[config.mk]
export PLATFORM = sky130hd
export DESIGN_NAME = render_kick_completion_tracker
export DESIGN_NICKNAME = d
export VERILOG_FILES = /design/src/rtl/rkct_pkg.sv /design/src/rtl/render_kick_completion_tracker.sv /design/src/rtl/rkct_apb_regs.sv /design/src/rtl/rkct_in_stage.sv /design/src/rtl/rkct_step.sv
export SDC_FILE = /design/constraint.sdc
export NUM_CORES = 1
export LEC_CHECK = 0
export BUFFER_PORTS_ARGS = -buffer_cell sky130_fd_sc_hd__buf_2
export CORE_ASPECT_RATIO = 0.75
export CORE_MARGIN = 5
export CORE_UTILIZATION = 45
export CTS_BUF_LIST = sky130_fd_sc_hd__clkbuf_8
export DETAILED_ROUTE_END_ITERATION = 10
export PLACE_DENSITY_LB_ADDON = 0.1
export SYNTH_ARGS = -nofsm -noshare
export SYNTH_HDL_FRONTEND = slang
export SYNTH_SLANG_ARGS = --single-unit
[constraint.sdc]
create_clock -name clk -period 12.2 [get_ports clk]
set_clock_uncertainty 0.05 [all_clocks]
set_input_delay 1.22 -clock clk [delete_from_list [all_inputs] [get_ports clk]]
set_output_delay 1.22 -clock clk [all_outputs]
set_load 0.005 [all_outputs]
[src/rtl/rkct_pkg.sv]
// shared types and codes for the render kick completion tracker
package rkct_pkg;

    // item action codes
    typedef enum logic [1:0] {
        ACT_ARM     = 2'd0,
        ACT_POLL    = 2'd1,
        ACT_SERVICE = 2'd2,
        ACT_NONE    = 2'd3
    } action_t;

    // write-one-to-clear mask bit positions
    localparam int unsigned CLR_OOM   = 0;
    localparam int unsigned CLR_FLUSH = 1;
    localparam int unsigned CLR_FRAME = 2;

    // register indexes
    localparam logic REG_OVERFLOW_ADDR  = 1'b0;
    localparam logic REG_OVERFLOW_BYTES = 1'b1;

    // low byte mask of the hardware counters
    localparam logic [31:0] LOW_BYTE = 32'h0000_00ff;

    typedef struct packed {
        logic [31:0] overflow_addr;
        logic [31:0] overflow_bytes;
    } cfg_t;

    typedef struct packed {
        action_t     action;
        logic [31:0] start_addr;
        logic [31:0] end_addr;
        logic [31:0] target_seqno;
        logic [7:0]  bin_count;
        logic [7:0]  render_count;
        logic        binner_running;
        logic        renderer_running;
        logic        flush_done;
        logic        frame_done;
        logic        out_of_memory;
        logic        oom_level;
    } item_t;

    typedef struct packed {
        logic        kick_valid;
        logic [31:0] kick_start;
        logic [31:0] kick_end;
        logic        kick_deferred;
        logic        feed_valid;
        logic [31:0] feed_addr;
        logic [31:0] feed_size;
        logic        overflow_exhausted;
        logic [31:0] done_seqno;
        logic [2:0]  clear_mask;
    } result_t;

endpackage

[src/rtl/render_kick_completion_tracker.sv]
// top level of the render kick completion tracker
//
//  channel | direction | handshake            | payload
//  --------+-----------+----------------------+---------------------------------
//  in      | in        | in_valid / in_stall  | action .. oom_level
//  out     | out       | out_valid / out_stall| kick_valid .. clear_mask
//  apb     | in        | psel/penable/pready  | paddr, pwdata, prdata
//
// one beat per cycle sustained while out_stall is low; an accepted beat passes
// through the input register and then the result register
// the per-beat update is a pair of 32-bit adds and compares on the job state
// reset clears the apb registers, the job state and both valid flags, not the payload registers
// out_stall holds the result register and backs up through the input register
module render_kick_completion_tracker
    import rkct_pkg::*;
(
    input  logic        clk,
    input  logic        rst_n,

    input  logic        psel,
    input  logic        penable,
    input  logic        pwrite,
    input  logic [2:0]  paddr,
    input  logic [31:0] pwdata,
    output logic [31:0] prdata,
    output logic        pready,

    input  logic        in_valid,
    output logic        in_stall,
    input  logic [1:0]  action,
    input  logic [31:0] start_addr,
    input  logic [31:0] end_addr,
    input  logic [31:0] target_seqno,
    input  logic [7:0]  bin_count,
    input  logic [7:0]  render_count,
    input  logic        binner_running,
    input  logic        renderer_running,
    input  logic        flush_done,
    input  logic        frame_done,
    input  logic        out_of_memory,
    input  logic        oom_level,

    output logic        out_valid,
    input  logic        out_stall,
    output logic        kick_valid,
    output logic [31:0] kick_start,
    output logic [31:0] kick_end,
    output logic        kick_deferred,
    output logic        feed_valid,
    output logic [31:0] feed_addr,
    output logic [31:0] feed_size,
    output logic        overflow_exhausted,
    output logic [31:0] done_seqno,
    output logic [2:0]  clear_mask
);

    cfg_t    cfg;
    item_t   in_item;
    item_t   held_item;
    logic    held_valid;
    logic    take;
    result_t result;

    // gather the input beat
    always_comb
    begin
        in_item.action           = action_t'(action);
        in_item.start_addr       = start_addr;
        in_item.end_addr         = end_addr;
        in_item.target_seqno     = target_seqno;
        in_item.bin_count        = bin_count;
        in_item.render_count     = render_count;
        in_item.binner_running   = binner_running;
        in_item.renderer_running = renderer_running;
        in_item.flush_done       = flush_done;
        in_item.frame_done       = frame_done;
        in_item.out_of_memory    = out_of_memory;
        in_item.oom_level        = oom_level;
    end

    rkct_apb_regs u_regs (
        .clk     (clk),
        .rst_n   (rst_n),
        .psel    (psel),
        .penable (penable),
        .pwrite  (pwrite),
        .paddr   (paddr),
        .pwdata  (pwdata),
        .prdata  (prdata),
        .pready  (pready),
        .cfg     (cfg)
    );

    rkct_in_stage u_in (
        .clk        (clk),
        .rst_n      (rst_n),
        .in_valid   (in_valid),
        .in_item    (in_item),
        .in_stall   (in_stall),
        .take       (take),
        .held_valid (held_valid),
        .held_item  (held_item)
    );

    rkct_step u_step (
        .clk        (clk),
        .rst_n      (rst_n),
        .cfg        (cfg),
        .held_valid (held_valid),
        .held_item  (held_item),
        .take       (take),
        .out_valid  (out_valid),
        .out_stall  (out_stall),
        .result     (result)
    );

    // spread the result beat onto its ports
    assign kick_valid         = result.kick_valid;
    assign kick_start         = result.kick_start;
    assign kick_end           = result.kick_end;
    assign kick_deferred      = result.kick_deferred;
    assign feed_valid         = result.feed_valid;
    assign feed_addr          = result.feed_addr;
    assign feed_size          = result.feed_size;
    assign overflow_exhausted = result.overflow_exhausted;
    assign done_seqno         = result.done_seqno;
    assign clear_mask         = result.clear_mask;

endmodule

[src/rtl/rkct_apb_regs.sv]
// apb register file holding the overspill buffer address and size
module rkct_apb_regs
    import rkct_pkg::*;
(
    input  logic        clk,
    input  logic        rst_n,
    input  logic        psel,
    input  logic        penable,
    input  logic        pwrite,
    input  logic [2:0]  paddr,
    input  logic [31:0] pwdata,
    output logic [31:0] prdata,
    output logic        pready,
    output cfg_t        cfg
);

    cfg_t cfg_reg;
    logic wr_en;
    logic sel;

    assign pready = 1'b1;
    assign sel    = paddr[2];
    assign wr_en  = psel && penable && pwrite;

    // register writes on the access cycle
    always_ff @(posedge clk or negedge rst_n)
    begin
        if (!rst_n)
        begin
            cfg_reg <= '0;
        end
        else if (wr_en)
        begin
            case (sel)
                REG_OVERFLOW_ADDR:  cfg_reg.overflow_addr  <= pwdata;
                REG_OVERFLOW_BYTES: cfg_reg.overflow_bytes <= pwdata;
                default:            cfg_reg <= cfg_reg;
            endcase
        end
    end

    // read mux
    always_comb
    begin
        case (sel)
            REG_OVERFLOW_ADDR:  prdata = cfg_reg.overflow_addr;
            REG_OVERFLOW_BYTES: prdata = cfg_reg.overflow_bytes;
            default:            prdata = '0;
        endcase
    end

    assign cfg = cfg_reg;

endmodule

[src/rtl/rkct_in_stage.sv]
// input register that holds one beat until the step logic takes it
module rkct_in_stage
    import rkct_pkg::*;
(
    input  logic  clk,
    input  logic  rst_n,
    input  logic  in_valid,
    input  item_t in_item,
    output logic  in_stall,
    input  logic  take,
    output logic  held_valid,
    output item_t held_item
);

    logic  held_valid_reg;
    logic  held_valid_next;
    item_t held_item_reg;
    logic  load;

    // free when empty or when the held beat moves on this cycle
    assign in_stall = held_valid_reg && !take;
    assign load     = in_valid && !in_stall;

    always_comb
    begin
        held_valid_next = held_valid_reg;
        if (take)
        begin
            held_valid_next = 1'b0;
        end
        if (load)
        begin
            held_valid_next = 1'b1;
        end
    end

    always_ff @(posedge clk or negedge rst_n)
    begin
        if (!rst_n)
        begin
            held_valid_reg <= 1'b0;
        end
        else
        begin
            held_valid_reg <= held_valid_next;
        end
    end

    // payload capture
    always_ff @(posedge clk)
    begin
        if (load)
        begin
            held_item_reg <= in_item;
        end
    end

    assign held_valid = held_valid_reg;
    assign held_item  = held_item_reg;

endmodule

[src/rtl/rkct_step.sv]
// job state, per-beat update logic and the result register
module rkct_step
    import rkct_pkg::*;
(
    input  logic    clk,
    input  logic    rst_n,
    input  cfg_t    cfg,
    input  logic    held_valid,
    input  item_t   held_item,
    output logic    take,
    output logic    out_valid,
    input  logic    out_stall,
    output result_t result
);

    typedef enum logic [1:0] {
        OVF_IDLE      = 2'd0,
        OVF_HANDED    = 2'd1,
        OVF_EXHAUSTED = 2'd2
    } ovf_stage_t;

    logic        render_pending_reg, render_pending_next;
    logic [31:0] held_start_reg, held_start_next;
    logic [31:0] held_end_reg, held_end_next;
    logic [31:0] want_seqno_reg, want_seqno_next;
    logic [7:0]  prev_bin_reg, prev_bin_next;
    logic [7:0]  prev_render_reg, prev_render_next;
    logic [31:0] bin_total_reg, bin_total_next;
    logic [31:0] render_total_reg, render_total_next;
    logic [31:0] finished_reg, finished_next;
    ovf_stage_t  ovf_stage_reg, ovf_stage_next;

    logic        out_valid_reg;
    result_t     result_reg, result_next;

    logic [7:0]  bin_delta;
    logic [7:0]  ren_delta;
    logic [31:0] bin_sum;
    logic [31:0] ren_sum;
    logic [31:0] ren_final;
    logic        kick_want;
    logic        kick_go;
    logic        resync;

    // the held beat moves when the result register is free or draining
    assign take = held_valid && (!out_valid_reg || !out_stall);

    // counter deltas modulo 256
    assign bin_delta = held_item.bin_count - prev_bin_reg;
    assign ren_delta = held_item.render_count - prev_render_reg;
    assign bin_sum   = bin_total_reg + {24'd0, bin_delta};
    assign ren_sum   = render_total_reg + {24'd0, ren_delta};

    // kick request for poll (bin total reached) or service (flush done)
    always_comb
    begin
        case (held_item.action)
            ACT_POLL:    kick_want = render_pending_reg && (bin_sum >= want_seqno_reg);
            ACT_SERVICE: kick_want = render_pending_reg && held_item.flush_done;
            default:     kick_want = 1'b0;
        endcase
    end
    assign kick_go = kick_want && !held_item.renderer_running;

    // resync when idle, the render total is below the target and the render counter low byte matches it
    assign resync = !kick_go && (ren_sum < want_seqno_reg) && !render_pending_reg
                    && (held_item.render_count == want_seqno_reg[7:0])
                    && !held_item.binner_running && !held_item.renderer_running;
    assign ren_final = resync ? want_seqno_reg : ren_sum;

    // next state and result
    always_comb
    begin
        render_pending_next = render_pending_reg;
        held_start_next     = held_start_reg;
        held_end_next       = held_end_reg;
        want_seqno_next     = want_seqno_reg;
        prev_bin_next       = prev_bin_reg;
        prev_render_next    = prev_render_reg;
        bin_total_next      = bin_total_reg;
        render_total_next   = render_total_reg;
        finished_next       = finished_reg;
        ovf_stage_next      = ovf_stage_reg;
        result_next         = '0;

        if (kick_want)
        begin
            result_next.kick_deferred = !kick_go;
        end
        if (kick_go)
        begin
            render_pending_next    = 1'b0;
            result_next.kick_valid = 1'b1;
            result_next.kick_start = held_start_reg;
            result_next.kick_end   = held_end_reg;
        end

        case (held_item.action)
            ACT_ARM:
            begin
                held_start_next     = held_item.start_addr;
                held_end_next       = held_item.end_addr;
                want_seqno_next     = held_item.target_seqno;
                render_pending_next = 1'b1;
                ovf_stage_next      = OVF_IDLE;
            end
            ACT_POLL:
            begin
                prev_bin_next     = held_item.bin_count;
                prev_render_next  = held_item.render_count;
                bin_total_next    = resync ? want_seqno_reg : bin_sum;
                render_total_next = ren_final;
                finished_next     = (ren_final > want_seqno_reg) ? want_seqno_reg : ren_final;
            end
            ACT_SERVICE:
            begin
                if (held_item.out_of_memory || held_item.oom_level)
                begin
                    if (ovf_stage_reg == OVF_IDLE && cfg.overflow_addr != '0)
                    begin
                        ovf_stage_next         = OVF_HANDED;
                        result_next.feed_valid = 1'b1;
                        result_next.feed_addr  = cfg.overflow_addr;
                        result_next.feed_size  = cfg.overflow_bytes;
                    end
                    else if (ovf_stage_reg == OVF_HANDED)
                    begin
                        ovf_stage_next                 = OVF_EXHAUSTED;
                        result_next.overflow_exhausted = 1'b1;
                    end
                end
                result_next.clear_mask[CLR_OOM]   = held_item.out_of_memory;
                result_next.clear_mask[CLR_FLUSH] = held_item.flush_done;
                result_next.clear_mask[CLR_FRAME] = held_item.frame_done;
            end
            default:
            begin
                render_pending_next = render_pending_reg;
            end
        endcase

        result_next.done_seqno = finished_next;
    end

    // state and result registers
    always_ff @(posedge clk or negedge rst_n)
    begin
        if (!rst_n)
        begin
            render_pending_reg <= 1'b0;
            held_start_reg     <= '0;
            held_end_reg       <= '0;
            want_seqno_reg     <= '0;
            prev_bin_reg       <= '0;
            prev_render_reg    <= '0;
            bin_total_reg      <= '0;
            render_total_reg   <= '0;
            finished_reg       <= '0;
            ovf_stage_reg      <= OVF_IDLE;
            out_valid_reg      <= 1'b0;
        end
        else
        begin
            if (take)
            begin
                render_pending_reg <= render_pending_next;
                held_start_reg     <= held_start_next;
                held_end_reg       <= held_end_next;
                want_seqno_reg     <= want_seqno_next;
                prev_bin_reg       <= prev_bin_next;
                prev_render_reg    <= prev_render_next;
                bin_total_reg      <= bin_total_next;
                render_total_reg   <= render_total_next;
                finished_reg       <= finished_next;
                ovf_stage_reg      <= ovf_stage_next;
                out_valid_reg      <= 1'b1;
            end
            else if (!out_stall)
            begin
                out_valid_reg <= 1'b0;
            end
        end
    end

    // result payload
    always_ff @(posedge clk)
    begin
        if (take)
        begin
            result_reg <= result_next;
        end
    end

    assign out_valid = out_valid_reg;
    assign result    = result_reg;

endmodule

Word-level counts from Yosys, hierarchy flattened. Index checks and enable logic that the tools add are counted.

Output and inout bits: 202. Register bits after elaboration: 564. Bits of input ports: 162.

Eq/ne operators: 8. Add/sub/neg operators: 4. Muxes and demuxes: 19. $lt $le $gt $ge: 3. Reduce and logical (&&, ||, !) cells: 40. Bitwise gates (word level): 3.

Operators by type and width (number): $mux W65 (2); $mux W32 (4); $add A32 B8 Y32 (2); $pmux W32 S2 (1); $ge A32 B32 Y1 (1); $gt A32 B32 Y1 (1); $lt A32 B32 Y1 (1); $reduce_bool A32 Y1 (1); $sub A8 B8 Y8 (2); $logic_and A1 B1 Y1 (14); $reduce_and A2 Y1 (5); $eq A8 B8 Y1 (1); $logic_not A1 Y1 (8); $mux W1 (6); $mux W2 (3); $ne A2 B1 Y1 const B (3); $reduce_and A3 Y1 (2); $reduce_bool A2 Y1 (3); $eq A2 B1 Y1 const B (2); $logic_not A2 Y1 (2); $pmux W1 S2 (2); $pmux W2 S2 (1); $reduce_and A4 Y1 (1); $ne A3 B1 Y1 const B (1); other kinds (5) (8).

Depth between registers and ports, before layout. Gate-level depths: netlist (run 1).

Word-level depth: 16. Mapped depth: 38. Depth with buffers taken out: 34.

Cells and area by module. A second synthesis (run 1) with hierarchy kept.

Cell total of the unflattened synthesis: 2084. Area, all modules: 26685.6 um^2.

By module, submodules not included: rkct_step (cells each 1785, area an instance 20113.0 um^2, sequential area each 10319.9 um^2, times used 1); rkct_in_stage (cells each 125, area an instance 3661.0 um^2, sequential area each 3628.5 um^2, times used 1); rkct_apb_regs (cells each 174, area an instance 2911.5 um^2, sequential area each 1601.5 um^2, times used 1).

Worst setup path after synthesis (run 1). OpenSTA, ideal clock, no wires.

Path kind: input to register. Start: input out_stall. End: register u_step.held_start_reg[13]. Cell stages on the path: 5. Library setup time: 0.125 ns. Path slack: 0.341 ns. Buffers on the path: 2. Arrival: 11.684 ns. Path through: a21boi_1 -> nand2_1 -> clkbuf_1 -> buf_1 -> mux2_2.

Cells in the longest elaborated chain, start to end: 4.

RTL lines: from (decl) (RTL line render_kick_completion_tracker.sv:44) `input logic out_stall,`; $logic_not A1 Y1 (RTL line rkct_step.sv:46) `assign take = held_valid && (!out_valid_reg || !out_stall);`; $logic_or A1 B1 Y1 (RTL line rkct_step.sv:46); $logic_and A1 B1 Y1 (RTL line rkct_step.sv:46); $reduce_and A2 Y1 (no source line); to (signal assigned) (RTL line rkct_step.sv:167) `held_start_reg <= held_start_next;`; to (decl) (RTL line rkct_step.sv:23) `logic [31:0] held_start_reg, held_start_next;`.

No other way between the ends. A chain may end at the register's enable or synchronous reset.

Worst setup path after layout (run 1).
Start: register u_in.held_item_reg (netlist bit u_in.held_item[6]). End: register u_step.result_reg (netlist bit u_step.result[12]) (data pin).

Cells in the longest elaborated chain, start to end: 12.

RTL lines: from (decl) (RTL line rkct_in_stage.sv:17) `item_t held_item_reg;`; from (signal assigned) (RTL line rkct_in_stage.sv:54) `held_item_reg <= in_item;`; $sub A8 B8 Y8 (RTL line rkct_step.sv:50) `assign ren_delta = held_item.render_count - prev_render_reg;`; $add A32 B8 Y32 (RTL line rkct_step.sv:52) `assign ren_sum = render_total_reg + {24'd0, ren_delta};`; $lt A32 B32 Y1 (RTL line rkct_step.sv:66) `assign resync = !kick_go && (ren_sum < want_seqno_reg) && !render_pending_reg`; $logic_and A1 B1 Y1 (2 in a row) (RTL line rkct_step.sv:66); $logic_and A1 B1 Y1 (RTL line rkct_step.sv:67) `&& (held_item.render_count == want_seqno_reg[7:0])`; $logic_and A1 B1 Y1 (2 in a row) (RTL line rkct_step.sv:68) `&& !held_item.binner_running && !held_item.renderer_running;`; $mux W32 * (RTL line rkct_step.sv:69) `assign ren_final = resync ? want_seqno_reg : ren_sum;`; named net u_step.ren_final[3] (RTL line rkct_step.sv:40) `logic [31:0] ren_final;`; $gt A32 B32 Y1 * (RTL line rkct_step.sv:113) `finished_next = (ren_final > want_seqno_reg) ? want_seqno_reg : ren_final;`; $mux W32 * (RTL line rkct_step.sv:113); $mux W32 * (RTL line rkct_step.sv:98) `case (held_item.action)`; named net u_step.finished_next[9] (RTL line rkct_step.sv:30) `logic [31:0] finished_reg, finished_next;`; to (signal assigned) (RTL line rkct_step.sv:190) `result_reg <= result_next;`; to (decl) (RTL line rkct_step.sv:34) `result_t result_reg, result_next;`.

The timed path passes the listed nets; every way through them passes the cells marked *.

==> results of run 1 <==
## worst paths after layout
path | startpoint | to | slack [ns] | cells past startpoint
worst min-delay path | u_in.held_item[45]$_DFFE_PP_ | u_step.want_seqno_reg[23]$_DFFE_PN0P_ | 0.41 | 1
worst max-delay path | u_in.held_item[6]$_DFFE_PP_ | u_step.result[12]$_DFFE_PP_ | 1.58 | 36
worst max register to register | u_in.held_item[6]$_DFFE_PP_ | u_step.result[12]$_DFFE_PP_ | 1.58 | 36
worst min register to register | u_in.held_item[45]$_DFFE_PP_ | u_step.want_seqno_reg[23]$_DFFE_PN0P_ | 0.41 | 1
max in group asynchronous | rst_n | u_step.want_seqno_reg[17]$_DFFE_PN0P_ | 9.89 | 2
min in group asynchronous | rst_n | u_step.want_seqno_reg[0]$_DFFE_PN0P_ | 0.54 | 1
## critical path: cells and delay by family, from the launching register on
kind / cells / cell delay (ns)
XOR/XNOR: 2 / 0.57
flip-flops: 1 / 0.40
AND/OR/NAND/NOR: 9 / 1.98
multiplexers: 3 / 1.06
AO/OA/AOI/OAI: 12 / 2.95
adder cells (fa/ha/maj): 5 / 1.49
buffers and inverters: 5 / 1.76
## cells by family (layout without fill, tap and decap cells)
logic type / after synthesis / count (layout) / share of synthesized area [%]
compound gates: 269 / 269 / 6.34
xor+xnor: 77 / 77 / 2.68
fa+ha+maj: 132 / 132 / 6.39
buf+inv: 159 / 619 / 2.37
flops: 564 / 564 / 59.1
mux: 319 / 319 / 13.7
other cells: 1 / 8 / 0.0142
simple gates: 478 / 478 / 9.49
## per-layer routing
layer / part of all wire, % / global-route usage, % / vias to the layer above
met3: 6.5 / 5.75 / 119
met1: 45 / 28.2 / 8416
li1: - / - / 8042
met2: 46 / 31.5 / 399
met4: 2.8 / 6.01 / 12
met5: 0.10 / 0 / -
## metrics by stage
step                      power [uW]  hold WS [ns]  utilization [%]  setup WS (ns)  instances
after floorplan                 3640         0.394                -          0.341       1999
after global placement          4140         0.408             50.2           1.91       3074
after detailed placement        4210         0.414             50.2           1.66       3074
after CTS                       5800         0.417             53.2           1.66       3239
after global routing            6130         0.430             53.3          0.977       3244
final                           5740         0.415             53.3           1.58       3246
## cell type report
cell class                      count  area, um2
Sequential cell                   564      15500
Inverter                           74        278
Timing Repair Buffer              380       1960
Tap cell                          780        976
Multi-Input combinational cell   1276      10200
Clock inverter                     57        262
Clock buffer                      108       1490
Fill cell                        5017      27000
Antenna cell                        7       17.5
## power breakdown
part           switching (uW)  leakage [uW]  internal (uW)  total, uW
registers                 190       0.00628           2310       2500
logic                     946       0.00639            741       1690
clock network             751       0.00101            805       1560
## layout by cell type, fill, tap and decap left out, types with 5 or more instances in the layout
cell      count
nand3_1      26
nor3_1        9
clkinv_1     13
dfrtp_1     277
clkbuf_8    108
mux2i_1      12
inv_1       108
edfxtp_1    287
mux2_4        5
a211oi_1      8
nand2_1     132
a21o_1       16
o22ai_1      10
buf_2       359
xnor2_1      53
nand4_1      33
a21oi_1     100
and2_1      134
buf_4        20
ha_1        127
mux2_1       17
a31oi_1       6
and3_1        9
xor2_1       20
mux2_2      285
and4_1       10
o21ai_0      63
nand2b_1      7
diode_2       7
o22a_1        8
nor4_1       12
o21a_1       10
nor2b_1       9
nor2_1       75
==> impl_metrics.tcl, run 1 <==
set metrics [dict create \
    finalSetupViolations 0 \
    path_class "reg2reg" \
    vias_per_cell 5.23 \
    yosysWarnings 0 \
    ant_nets 0 \
    worstMarginPinSlew_ns 1.04 \
    relSlewSlack_pct 31.0 \
    avgSynthCellArea_um2 13.2 \
    syn_inst 1999 \
    clockRootBuffer "clkbuf_8" \
    placed_cell_area_mm2 0.0290 \
    drt_first_iter_violations 861 \
    core_mm2 0.0577 \
    fin_setup_tns_ns 0 \
    hold_viol 0 \
    rows 76 \
    largest_register_ff_count 167 \
    synth_seq_cells 564 \
    cp_data_arrival_time_ns 10.98 \
    critPathMaxFanout 55 \
    io_pins 364 \
    yosys.cell_count.top_type "edfxtp_1" \
    p_per_area_mw_per_mm2 187 \
    peakVddDrop_uv 98.9 \
    period_share_pct 87.0 \
    final_area_mm2 0.0308 \
    cts_tree "built" \
    chipWidth_um 289 \
    p_leak_uw 0.0137 \
    vias 17000 \
    netlist_top_cells_area "edfxtp_1 33%, dfrtp_1 26%, mux2_2 12%" \
    slowest_delay_ns 0.83 \
    synth_fp_nets 2293 \
    cap_viol_max_count 0 \
    post_cts_resized 0 \
    clock_latency_ns 0.68 \
    fin_crit_ns 10.62 \
    hpwl_um 45300 \
    layout-area-overhead-vs-synth_pct 16.8 \
    ys_types 76 \
    start_util_pct 45.6 \
    drv_slew 0 \
    yosysTopAreaCell "edfxtp_1" \
    gr-total-overflow 0 \
    crit_required_ns 12.56 \
    drive_gt1_share_pct 33.2 \
    cts.sinks 564 \
    grtUsageTotal_pct 20.3 \
    synth_edf_count 287 \
    dr.pass1.iters 5 \
    synth_top_area_share_pct 32.7 \
    nets 2679 \
    status "finished, final reports clean" \
    drc 0 \
    post-cts-setup-buffers 0 \
    synth-async-reset-ratio_pct 49.1 \
    postCtsHoldBufs 0 \
    htree_levels 3 \
    hold_class "reg2reg" \
    gp_congestion 0.890 \
    antenna_found_initial 13 \
    io_buffers 360 \
    grt_max_degree 99 \
    synthTopCellsByCount "287 x edfxtp_1, 285 x mux2_2, 277 x dfrtp_1" \
    cp_common_cell "ha_1" \
    startpoint_type "register" \
    grt_pass1_vias 17600 \
    max_clock_freq_ghz 0.0942 \
    wl_um 65100 \
    dieHeight_um 219 \
    clkTransAtPathRegs_ns 0.06 \
    rsz0062_at_grt "no" \
    synth_ff_type "edfxtp_1" \
    grt_pass1_wl_um 101000 \
    synth_area_mm2 0.0263 \
    cp-end-kind "register" \
    wire_per_inst_um 20.0 \
    cts_buffers 89 \
    cpMaxStageDelayCell "o211ai_4" \
    seq_area_frac_synth_pct 59.1 \
    die_area_mm2 0.0635 \
    clockBufferDepth 3 \
]
Note: power is estimated with default switching activity, not from simulation.
==> run 2, diff against run 1 <==
--- a/config.mk
+++ b/config.mk
@@ -7,7 +7,7 @@
 export LEC_CHECK = 0
 export BUFFER_PORTS_ARGS = -buffer_cell sky130_fd_sc_hd__buf_2
 export CORE_ASPECT_RATIO = 0.75
-export CORE_MARGIN = 5
+export CORE_MARGIN = 2
 export CORE_UTILIZATION = 45
 export CTS_BUF_LIST = sky130_fd_sc_hd__clkbuf_8
 export DETAILED_ROUTE_END_ITERATION = 10
==> run 2 against run 1 <==
Compared with the run above: critical path depth decreased by 1; via count increased by 0.27%; combinational power about the same; sequential share of layout area decreased by 0.13 points; largest cell class unchanged; largest power group unchanged.
==> impl_metrics.tcl, run 2 (synthesized netlist as in run 1, its figures left out) <==
set metrics [dict create \
    clockRootBuffer "clkbuf_8" \
    die_area_mm2 0.0605 \
    cts_tree "built" \
    comb_power_share_pct 29.0 \
    antenna_found_initial 16 \
    period_share_pct 84.0 \
    cp_data_arrival_time_ns 10.61 \
    wl_um 63800 \
    gr-total-overflow 0 \
    p_leak_uw 0.0138 \
    cpMaxStageDelayCell "o21ai_4" \
    nets 2681 \
    fin_util_pct 53.5 \
    internal-power_uw 3880 \
    grtUsageTotal_pct 20.8 \
    cts_buffers 91 \
    startpoint_type "register" \
    drt_first_iter_violations 998 \
    relSlewSlack_pct 27.2 \
    gp_congestion 0.883 \
    largest_register_ff_count 167 \
    hpwl_um 43800 \
    gr-usage-met2_pct 31.1 \
    rsz0062_at_grt "no" \
    peakVddDrop_uv 105 \
    switching_share_pct 33.0 \
    cp_common_cell "ha_1" \
    post-cts-setup-buffers 0 \
    use_met3_pct 6.55 \
    clkTransAtPathRegs_ns 0.07 \
    drc 0 \
    ant_nets 0 \
    holdWs_ns 0.417 \
    dieHeight_um 213 \
    grt_max_degree 86 \
    core_mm2 0.0576 \
    slowest_delay_ns 0.89 \
    fin_setup_tns_ns 0 \
    cp-end-kind "register" \
    worstMarginPinSlew_ns 1.09 \
    grt_pass1_wl_um 97800 \
    p_per_area_mw_per_mm2 188 \
    rows 76 \
    post_cts_resized 0 \
    critPathMaxFanout 72 \
    max_clock_freq_ghz 0.0976 \
    status "finished, final reports clean" \
    layout_commonest_cell "buf_2" \
    grt_pass1_vias 17300 \
    postCtsHoldBufs 0 \
    drive_gt1_share_pct 33.1 \
    dr.pass1.iters 6 \
    htree_levels 3 \
    vias 17000 \
    hold_viol 0 \
    clock_latency_ns 0.71 \
    path_class "reg2reg" \
    vias_per_cell 5.23 \
    drv_slew 0 \
    chipWidth_um 283 \
    wire_per_inst_um 19.6 \
    fin_crit_ns 10.25 \
    cts.sinks 564 \
    clockBufferDepth 3 \
    io_buffers 360 \
    cap_viol_max_count 0 \
    crit_required_ns 12.56 \
    reg2reg_slack_ns 1.95 \
    net-switching-power_uw 1910 \
    mostFrequentLayoutCells "359 x buf_2, 287 x edfxtp_1, 285 x mux2_2" \
    pwr-share-seq_pct 43.1 \
    start_util_pct 45.7 \
    io_pins 364 \
    grtUsageMet1_pct 28.1 \
    layout-area-overhead-vs-synth_pct 17.1 \
    globalRoute.busiestLayer "met2" \
    clkPwrFrac_pct 27.9 \
    hold_class "reg2reg" \
    finalSetupViolations 0 \
]
-- run 2: changes by cell type in the layout (fill, tap and decap cells not counted), sizes merged --
cell,delta
clkinv,-2
bufinv,+3
clkbuf,-7
clkinvlp,-2
inv,+14
diode,+7
-- run 2: final timing paths --
check                                              from                                       to  cells past startpoint
max reg2reg                 u_in.held_item[6]$_DFFE_PP_              u_step.result[10]$_DFFE_PP_                     35
min                        u_in.held_item[46]$_DFFE_PP_    u_step.want_seqno_reg[24]$_DFFE_PN0P_                      1
min reg2reg                u_in.held_item[46]$_DFFE_PP_    u_step.want_seqno_reg[24]$_DFFE_PN0P_                      1
max                         u_in.held_item[6]$_DFFE_PP_              u_step.result[10]$_DFFE_PP_                     35
max in group asynchronous                         rst_n  u_step.render_total_reg[26]$_DFFE_PN0P_                      3
min in group asynchronous                         rst_n     u_step.want_seqno_reg[4]$_DFFE_PN0P_                      1
-- run 2: layer usage --
| layer | up-vias | share of wire [%] |
|---|---|---|
| li1 | 8059 | - |
| met1 | 8339 | 45 |
| met2 | 491 | 45 |
| met3 | 137 | 7.3 |
| met4 | 8 | 3.4 |
| met5 | - | 0.080 |
-- run 2: critical path, delay by kind of cell, from the launching register on --
kind	cells	cell delay [ns]
compound gates	13	3.34
flops	1	0.41
buf+inv	4	1.21
mux	2	0.85
xor+xnor	2	0.60
simple gates	9	1.97
fa+ha+maj	5	1.53
-- run 2: final cells by class --
cell class	instances	area (um2)
fillers	5016	26800
clock inverters	70	420
multi-input cells	1276	10200
inverters	74	278
flip-flops and latches	564	15500
clock buffers	101	1390
repair buffers	380	1960
diodes	14	35.0
well taps	780	976
-- run 2: power groups by stage --
stage                     Sequential [uW]  Clock, uW  Combinational (uW)
after detailed placement             2530          0                1670
final                                2490       1620                1680
after floorplan                      2480          0                1160
after global placement               2520          0                1620
after CTS                            2500       1670                1680
after global routing                 2530       1750                1890
-- run 2: per-stage QoR --
| step | setup WS, ns | instances | instance area (um2) | power, uW |
|---|---|---|---|---|
| floorplan | 0.341 | 1999 | 26300 | 3640 |
| finish | 1.95 | 3259 | 30800 | 5790 |
| detailed placement | 2.01 | 3074 | 29000 | 4200 |
| CTS | 1.98 | 3245 | 30800 | 5840 |
| global placement | 2.12 | 3074 | 29000 | 4140 |
| global route | 1.19 | 3256 | 30800 | 6170 |
==> run 3, diff against run 2 <==
==> constraint.sdc (replaced) <==
create_clock -name clk -period 10.07 [get_ports clk]
set_clock_uncertainty 0.05 [all_clocks]
set_input_delay 1.007 -clock clk [delete_from_list [all_inputs] [get_ports clk]]
set_output_delay 1.007 -clock clk [all_outputs]
set_load 0.005 [all_outputs]
==> run 3 against run 2 <==
Compared with the run above: maximum frequency up 14%; via count down 0.16%; final area up 0.39%; utilization up 0.21 points; sequential power up 21%; count of clock-buffer cells in the layout up 7; critical endpoint is now u_step.result[28]$_DFFE_PP_; largest power group unchanged.
==> impl_metrics.tcl, run 3 (synthesized netlist as in run 1, its figures left out) <==
set metrics [dict create \
    drive_gt1_share_pct 34.0 \
    startpoint_type "register" \
    layout-area-overhead-vs-synth_pct 17.6 \
    post-cts-setup-buffers 0 \
    vias 17000 \
    drc 0 \
    max_clock_freq_ghz 0.111 \
    dr.pass1.iters 5 \
    fin_setup_tns_ns 0 \
    antenna_found_initial 10 \
    path_class "reg2reg" \
    post_cts_resized 0 \
    slowest_delay_ns 0.53 \
    grt_pass1_vias 17300 \
    crit_required_ns 10.43 \
    worstMarginPinSlew_ns 0.990 \
    mostFrequentLayoutCells "359 x buf_2, 287 x edfxtp_1, 285 x mux2_2" \
    cpMaxStageDelayCell "o211ai_4" \
    cap_viol_max_count 0 \
    ant_nets 0 \
    nets 2690 \
    p_leak_uw 0.0138 \
    cts.sinks 564 \
    dpl.cell_count 3083 \
    relSlewSlack_pct 34.0 \
    finalNonFillerCells 3262 \
    clock_latency_ns 0.70 \
    peakVddDrop_uv 121 \
    grtUsageTotal_pct 21.2 \
    clockRootBuffer "clkbuf_8" \
    hold_viol 0 \
    period_share_pct 89.1 \
    wire_per_inst_um 19.8 \
    cp-end-kind "register" \
    htree_levels 3 \
    gr-total-overflow 0 \
    largest_register_ff_count 167 \
    rsz0062_at_grt "no" \
    p_total_uw 7050 \
    clkTransAtPathRegs_ns 0.06 \
    rows 76 \
    hold_class "in2async" \
    cts_tree "built" \
    fillCellCount 5019 \
    io_pins 364 \
    grt_pass1_wl_um 99300 \
    vias_per_cell 5.21 \
    crit_family "simple AND/OR/NAND/NOR gates" \
    chipWidth_um 283 \
    gp_congestion 0.862 \
    crit_buf_inv 5 \
    cp_data_arrival_time_ns 9.33 \
    critPathMaxFanout 24 \
    finalSetupViolations 0 \
    hpwl_um 44000 \
    die_area_mm2 0.0605 \
    io_buffers 360 \
    p_per_area_mw_per_mm2 228 \
    wl_um 64500 \
    postCtsHoldBufs 0 \
    drt_first_iter_violations 1010 \
    grt_max_degree 163 \
    clockBufferDepth 3 \
    drv_slew 0 \
    cts_buffers 91 \
    fin_crit_ns 8.97 \
    layout_commonest_cell "buf_2" \
    core_mm2 0.0576 \
    dieHeight_um 213 \
    start_util_pct 45.7 \
    status "finished, final reports clean" \
]
==> run 3: report_power, final <==
group | internal (uW) | total, uW | leakage [uW] | switching, uW
Sequential | 2790 | 3020 | 0.00628 | 228
Combinational | 932 | 2070 | 0.00645 | 1140
Clock | 1010 | 1960 | 0.00105 | 950
==> run 3: layout make-up <==
| cell class | count | area (um2) | share of cell area, % |
|---|---|---|---|
| Clock inverter | 62 | 340 | 1.10 |
| Timing Repair Buffer | 389 | 2080 | 6.72 |
| Sequential cell | 564 | 15500 | 50.2 |
| Multi-Input combinational cell | 1276 | 10200 | 33.0 |
| Antenna cell | 9 | 22.5 | 0.0728 |
| Inverter | 74 | 278 | 0.897 |
| Clock buffer | 108 | 1490 | 4.80 |
| Tap cell | 780 | 976 | 3.15 |
==> run 3: metrics by stage <==
| stage | util (%) | worst slack [ns] | area (um2) | hold WS (ns) |
|---|---|---|---|---|
| finish | 53.7 | 1.10 | 31000 | 0.346 |
| global placement | 50.5 | 1.34 | 29100 | 0.408 |
| CTS | 53.7 | 1.17 | 30900 | 0.368 |
| detailed placement | 50.5 | 1.28 | 29100 | 0.414 |
| floorplan | - | 2.55 | 26300 | 0.393 |
| global route | 53.7 | 0.537 | 30900 | 0.370 |
==> run 3: routing by layer <==
metal	up-vias	part of all wire, %	track usage, %
met5	-	0.019	0
met4	2	2.3	7.13
met3	114	6.3	5.29
met2	404	45	32.3
met1	8425	46	29.7
li1	8062	-	-
==> run 3: worst paths after layout <==
kind,startpoint,end,slack (ns),cells after the start
min in group clk,u_in.held_item[27]$_DFFE_PP_,u_step.want_seqno_reg[5]$_DFFE_PN0P_,0.41,1
worst min register to register,u_in.held_item[27]$_DFFE_PP_,u_step.want_seqno_reg[5]$_DFFE_PN0P_,0.41,1
worst min-delay path,rst_n,u_step.want_seqno_reg[4]$_DFFE_PN0P_,0.35,1
max in group asynchronous,rst_n,u_step.render_total_reg[27]$_DFFE_PN0P_,8.05,2
worst max-delay path,u_in.held_item[6]$_DFFE_PP_,u_step.result[28]$_DFFE_PP_,1.10,34
worst max register to register,u_in.held_item[6]$_DFFE_PP_,u_step.result[28]$_DFFE_PP_,1.10,34
